$ cat src/sv/vic_pkg.sv
// ----------------------------------------------------------------------------
// vic_pkg
// Shared types and constants of the velocity integrator with clamp and drag.
// ----------------------------------------------------------------------------
package vic_pkg;

	localparam int VecW = 32;
	localparam int MaxSpeedW = 31;
	localparam int DragW = 16;
	localparam int DtW = 16;
	localparam int FuncW = 3;
	localparam int CfgDataW = 32;
	localparam int IterW = 5;

	localparam logic [MaxSpeedW-1:0] MaxSpeedRst = '1;
	localparam logic [DragW-1:0] DragRst = '0;

	localparam logic [FuncW-1:0] FUNC_TICK = 3'd0;
	localparam logic [FuncW-1:0] FUNC_ADD = 3'd1;
	localparam logic [FuncW-1:0] FUNC_STOP = 3'd2;
	localparam logic [FuncW-1:0] FUNC_FREEZE = 3'd3;
	localparam logic [FuncW-1:0] FUNC_RESUME = 3'd4;

	localparam logic CFG_MAX_SPEED = 1'b0;
	localparam logic CFG_DRAG = 1'b1;

	typedef enum logic [13:0] {
		ST_IDLE = 14'b00000000000001,
		ST_DEC  = 14'b00000000000010,
		ST_SQ   = 14'b00000000000100,
		ST_SUM  = 14'b00000000001000,
		ST_CMP  = 14'b00000000010000,
		ST_SQRT = 14'b00000000100000,
		ST_MULC = 14'b00000001000000,
		ST_DIVI = 14'b00000010000000,
		ST_DIV  = 14'b00000100000000,
		ST_WRC  = 14'b00001000000000,
		ST_MOVE = 14'b00010000000000,
		ST_DRAG = 14'b00100000000000,
		ST_FIN  = 14'b01000000000000,
		ST_DONE = 14'b10000000000000
	} state_t;

	typedef struct packed {
		logic load;
		logic dec;
		logic sq;
		logic sum;
		logic sqrt_init;
		logic sqrt_step;
		logic mulc;
		logic div_init;
		logic div_step;
		logic clamp_wr;
		logic move;
		logic drag;
		logic fin;
		logic out_load;
	} cmd_t;

	typedef struct packed {
		logic tick_go;
		logic clamp;
		logic out_busy;
	} sts_t;

endpackage

$ cat src/sv/vic_ctrl.sv
// ----------------------------------------------------------------------------
// vic_ctrl
// Sequencer: steps the datapath through decode, clamp, move and drag.
// ----------------------------------------------------------------------------
module vic_ctrl (
	input  logic            clk,
	input  logic            arst_n,
	input  logic            in_valid,
	output logic            in_stall,
	input  vic_pkg::sts_t   sts,
	output vic_pkg::cmd_t   cmd
);

	vic_pkg::state_t state_q, state_d;
	logic [vic_pkg::IterW-1:0] cnt_q, cnt_d;
	logic last;

	assign last = (cnt_q == '0);
	assign in_stall = (state_q != vic_pkg::ST_IDLE);

	always_comb begin
		state_d = state_q;
		cnt_d = cnt_q;
		cmd = '0;
		case (state_q)
			vic_pkg::ST_IDLE: begin
				if (in_valid) begin
					cmd.load = 1'b1;
					state_d = vic_pkg::ST_DEC;
				end
			end
			vic_pkg::ST_DEC: begin
				cmd.dec = 1'b1;
				state_d = sts.tick_go ? vic_pkg::ST_SQ : vic_pkg::ST_DONE;
			end
			vic_pkg::ST_SQ: begin
				cmd.sq = 1'b1;
				state_d = vic_pkg::ST_SUM;
			end
			vic_pkg::ST_SUM: begin
				cmd.sum = 1'b1;
				state_d = vic_pkg::ST_CMP;
			end
			vic_pkg::ST_CMP: begin
				cmd.sqrt_init = 1'b1;
				cnt_d = '1;
				state_d = sts.clamp ? vic_pkg::ST_SQRT : vic_pkg::ST_MOVE;
			end
			vic_pkg::ST_SQRT: begin
				cmd.sqrt_step = 1'b1;
				cnt_d = cnt_q - 1'b1;
				if (last) state_d = vic_pkg::ST_MULC;
			end
			vic_pkg::ST_MULC: begin
				cmd.mulc = 1'b1;
				state_d = vic_pkg::ST_DIVI;
			end
			vic_pkg::ST_DIVI: begin
				cmd.div_init = 1'b1;
				cnt_d = '1;
				state_d = vic_pkg::ST_DIV;
			end
			vic_pkg::ST_DIV: begin
				cmd.div_step = 1'b1;
				cnt_d = cnt_q - 1'b1;
				if (last) state_d = vic_pkg::ST_WRC;
			end
			vic_pkg::ST_WRC: begin
				cmd.clamp_wr = 1'b1;
				state_d = vic_pkg::ST_MOVE;
			end
			vic_pkg::ST_MOVE: begin
				cmd.move = 1'b1;
				state_d = vic_pkg::ST_DRAG;
			end
			vic_pkg::ST_DRAG: begin
				cmd.drag = 1'b1;
				state_d = vic_pkg::ST_FIN;
			end
			vic_pkg::ST_FIN: begin
				cmd.fin = 1'b1;
				state_d = vic_pkg::ST_DONE;
			end
			vic_pkg::ST_DONE: begin
				if (!sts.out_busy) begin
					cmd.out_load = 1'b1;
					state_d = vic_pkg::ST_IDLE;
				end
			end
			default: begin
				state_d = vic_pkg::ST_IDLE;
			end
		endcase
	end

	always_ff @(posedge clk or negedge arst_n) begin
		if (!arst_n) begin
			state_q <= vic_pkg::ST_IDLE;
			cnt_q <= '0;
		end else begin
			state_q <= state_d;
			cnt_q <= cnt_d;
		end
	end

endmodule

$ cat config.mk
export PLATFORM = sky130hd
export DESIGN_NAME = vic_ctrl
export DESIGN_NICKNAME = d
export VERILOG_FILES = /design/src/sv/vic_pkg.sv /design/src/sv/vic_ctrl.sv
export SDC_FILE = /design/constraint.sdc
export NUM_CORES = 1
export LEC_CHECK = 0
export ABC_CLOCK_PERIOD_IN_PS = 3060
export BUFFER_PORTS_ARGS = -buffer_cell sky130_fd_sc_hd__buf_4
export CAP_MARGIN = 20
export CORE_MARGIN = 2
export CORE_UTILIZATION = 54
export CTS_CLUSTER_DIAMETER = 200
export DETAILED_ROUTE_END_ITERATION = 10
export PLACE_DENSITY_LB_ADDON = 0.05
export SETUP_SLACK_MARGIN = 0.1
export SLEW_MARGIN = 20
export SYNTH_ARGS = -nofsm -noshare
export SYNTH_HDL_FRONTEND = slang
export SYNTH_SLANG_ARGS = --single-unit
$ cat constraint.sdc
create_clock -name clk -period 3.06 [get_ports clk]
set_clock_uncertainty 0.05 [all_clocks]
set_input_delay 0.459 -clock clk [delete_from_list [all_inputs] [get_ports clk]]
set_output_delay 0.459 -clock clk [all_outputs]
set_load 0.05 [all_outputs]
**Yosys cells after proc, flatten, opt, wreduce, memory -nomap -nowiden**

Index checks and enable logic that the tools add are counted.

- Word-level logic and storage cells: 51
- Latch bits: 0
- RAM bits: 0
- Bits in registers: 19
- Memory bits (read-only): 0
- Memories: 0
- Output and inout port bits: 15

- Shift-type cells: 0
- Muxes and demuxes: 24
- Multiply operators: 0
- Reduce and logical (&&, ||, !) cells: 5
- $add $sub $neg: 1
- Eq/ne operators: 19
- Magnitude comparators: 0
- Bitwise gates (word level): 0
- Div/mod/pow operators: 0

Operators by type and width:

| cell | count |
|---|---|
| 14-bit one-hot mux with 14 select lines | 1 |
| 14-bit two-way mux | 5 |
| 1-bit two-way mux | 16 |
| 14-bit by 1-bit equality test with 1-bit output (second input constant) | 1 |
| 14-bit by 10-bit equality test with 1-bit output (second input constant) | 1 |
| 14-bit by 11-bit equality test with 1-bit output (second input constant) | 1 |
| 14-bit by 12-bit equality test with 1-bit output (second input constant) | 1 |
| 14-bit by 13-bit equality test with 1-bit output (second input constant) | 1 |
| 14-bit equality test (second input constant) | 1 |
| 14-bit by 2-bit equality test with 1-bit output (second input constant) | 1 |
| 14-bit by 3-bit equality test with 1-bit output (second input constant) | 1 |
| 14-bit by 4-bit equality test with 1-bit output (second input constant) | 1 |
| 14-bit by 5-bit equality test with 1-bit output (second input constant) | 1 |
| 14-bit by 6-bit equality test with 1-bit output (second input constant) | 1 |
| 14-bit by 7-bit equality test with 1-bit output (second input constant) | 1 |
| 14-bit by 8-bit equality test with 1-bit output (second input constant) | 1 |
| 14-bit by 9-bit equality test with 1-bit output (second input constant) | 1 |
| 14-bit by 1-bit inequality test with 1-bit output (second input constant) | 1 |
| 11-bit two-way mux | 1 |
| 5-bit one-hot mux with 2 select lines | 1 |
| 2-bit inequality test (second input constant) | 4 |
| 5-bit logical NOT | 1 |
| 5-bit by 1-bit subtractor with 5-bit output (second input constant) | 1 |
| 4-bit AND reduction | 1 |
| other kinds (2) | 3 |

**Logic depth before layout (Yosys ltp)**

- Word-level depth: 3
- Mapped depth: 7
- Depth with buffers taken out: 6

**Worst setup path after synthesis**

OpenSTA, ideal clock, no wires.

- Kind: reg2out
- From: reg state_q[5]
- To: out cmd[0] (netlist name)
- Data arrival time: 2.921 ns
- Setup slack: -0.370 ns
- Stages on the path, launching flop included: 6
- Data required time: 2.551 ns
- Cells stage by stage: dfrtp_1 > buf_2 > nor4_2 > nand3_1 > or3_1 > nor4_1

RTL lines:

| element | RTL line | RTL |
|---|---|---|
| start, declared | vic_ctrl.sv:14 | `vic_pkg::state_t state_q, state_d;` |
| start signal, assigned | vic_ctrl.sv:98 | `state_q <= vic_pkg::ST_IDLE;` |
| start signal, assigned | vic_ctrl.sv:101 | `state_q <= state_d;` |
| end, declared | vic_ctrl.sv:11 | `output vic_pkg::cmd_t cmd` |

==> impl_metrics.yaml <==
clock_network:
  clkLatencyLatePin_ns: 0.30
  htree_levels: 1
  cts_buffer_depth: 2
  clk_pin_slew_ns: 0.10
  cts_tree: "built"
  root_buffer: "clkbuf_4"
  cts.sinks: 19
  cts_buffers: 3
timing:
  slew_headroom: 0.716
  min_period_ns: 2.78
  period_share: 0.910
  fin_tns_setup_ns: 0
  fin_ws_ns: 0.276
  fmaxAchievable_mhz: 359
  setup_viol: 0
  rsz0062_at_grt: "false"
  finalHoldViolCount: 0
  final_max_slew_viol_count: 0
  worst_pin_slew_ns: 0.420
floorplanning:
  die_y_um: 49.9
  core_um2: 1980
  dieWidth_um: 49.9
  die_area_um2: 2490
  row_count: 16
  num_io_pins: 21
  start_util: 0.574
critical_path:
  cp.required_ns: 2.55
  timing.rr.start: "state_q[4]$_DFFE_PN0P_"
  crit_type: "flop to primary output"
  worstPathMaxFanout: 9
  arrival_ns: 2.28
  crit_path_start_kind: "flop"
  endpoint_kind: "primary output"
  r2r_cells: 5
  worstSetupStartpoint: "state_q[5]$_DFFE_PN0P_"
yosys:
  ys_seq_area_frac: 0.419
  synth.most_common_cell: "dfrtp_1"
  synth.cells.most_frequent: "dfrtp_1, nor2_1, nor4_1"
  synth-edff-count: 0
  netlist_area_um2: 1140
  synth-seq-cells: 19
  yosysTopAreaCell: "dfrtp_1"
  netlist_instances: 123
  ys.flop_type: "dfrtp_1"
  avgSynthCellArea_um2: 9.26
  synth_nets: 130
  yosysTopAreaCellShare: 0.396
  ys_async_sr_fraction: 1.00
  synthDistinctLibCells: 42
  ys_top_cells_by_area: "dfrtp_1, nor4_1, nor2_1"
  yosys_warnings: 0
routing:
  drt-total-wl_um: 2590
  antenna_left: 0
  viasPerCell: 6.28
  drtIter0Drc: 55
  drt_pass1_iterations: 4
  wl_per_cell_um: 15.1
  drc: 0
  via_count: 1074
power_and_ir_drop:
  peakVddDrop_uv: 523
  power_mw: 1.04
  power.leakage_nw: 0.655
  power_density_nw_per_um2: 750
global_route:
  grt_pass1_wl_um: 4390
  grt_overflow: 0
  grt_max_degree: 20
  grtUsageTotal: 0.229
  antenna_found_initial: 0
  grt_pass1_vias: 962
final_layout:
  nets: 152
  n_antenna_cell: 0
  area_delta_synth_final_pct: 22.0
  drive_gt1_frac: 0.285
run_status:
  outcome: "finished clean"
placed_design:
  dp_hpwl_um: 1890
  gp_congestion: 0.915
  pre_cts_ws_ns: 0.498
  numPortBuffers: 20
hold_path:
  min_path_cells: 2
  hold_path_startpoint: "sts[2]"
  hold_path.class: "primary input to flop"
job:
  maxCapViolations: 0
state kept, by name, summed over array words and instances, names as in the netlist:
register	count
cnt_q	5
state_q	14
critical path, cell delays in order (launching register included):
cell and delay (ns):
dfrtp_1 0.50, nor4_4 0.46, nand3_1 0.33, or2_2 0.42, nor2_2 0.08, buf_4 0.19
area by class of cell:
type	instances	area (um2)
Clock buffer	4	26.3
Fill cell	154	593
Inverter	7	26.3
Multi-Input combinational cell	92	658
Sequential cell	19	477
Tap cell	27	33.8
Timing Repair Buffer	22	168
layer usage:
layer / share of wire / wire length (um) / global-route usage
met4: 0.022 / 56 / 0.0833
met1: 0.43 / 1120 / 0.326
met5: 0 / 0 / 0
met3: 0.062 / 160 / 0.0303
met2: 0.48 / 1250 / 0.356
repair_timing:
item,CTS,global route
hold endpoints to repair,18,0
setup endpoints to repair,0,5
hold buffers,1,0
buffers inserted,0,0
resized for setup,0,2
cells by family after synthesis:
kind of cell | after synthesis | share of synthesized area
buffers and inverters | 12 | 0.0407
XOR/XNOR | 2 | 0.0154
AO/OA/AOI/OAI | 23 | 0.146
AND/OR/NAND/NOR | 66 | 0.368
flip-flops | 19 | 0.419
adder cells (fa/ha/maj) | 1 | 0.0110
power breakdown:
part	switching, mW	internal (mW)
sequential	0.0676	0.307
combinational	0.331	0.208
clock	0.0771	0.0508
stage by stage:
stage | hold slack (ns) | area [um2] | instances | util
2_1_floorplan | 0.113 | 1170 | 123 | -
3_3_place_gp | 0.294 | 1340 | 166 | 0.675
3_5_place_dp | 0.297 | 1340 | 166 | 0.675
4_1_cts | 0.286 | 1370 | 171 | 0.693
5_1_grt | 0.284 | 1390 | 171 | 0.701
6_report | 0.292 | 1390 | 171 | 0.701
cells in the final DEF, fill, tap and decap left out, types with 3 or more instances in the layout:
| master | instances |
|---|---|
| nand2_1 | 4 |
| or3_1 | 4 |
| nor4_2 | 6 |
| nand2b_1 | 3 |
| clkbuf_4 | 3 |
| nand3_1 | 6 |
| or4b_2 | 3 |
| inv_1 | 7 |
| nor2_1 | 10 |
| nor3_1 | 7 |
| buf_4 | 21 |
| nor4_1 | 3 |
| a21oi_1 | 4 |
| nor3b_1 | 4 |
| o21ai_0 | 5 |
| dfrtp_1 | 18 |
path summary, 6_finish.rpt:
kind                                            to  slack, ns
max                                        cmd[13]       0.28
min                        state_q[13]$_DFFE_PN0P_       0.29
max reg2reg                   cnt_q[3]$_DFFE_PN0P_       0.71
min reg2reg                   cnt_q[4]$_DFFE_PN0P_       0.47
max in group asynchronous   state_q[0]$_DFFE_PN1P_       2.19
min in group asynchronous   state_q[7]$_DFFE_PN0P_       0.50
No activity file was read; power rests on OpenSTA's default activity.
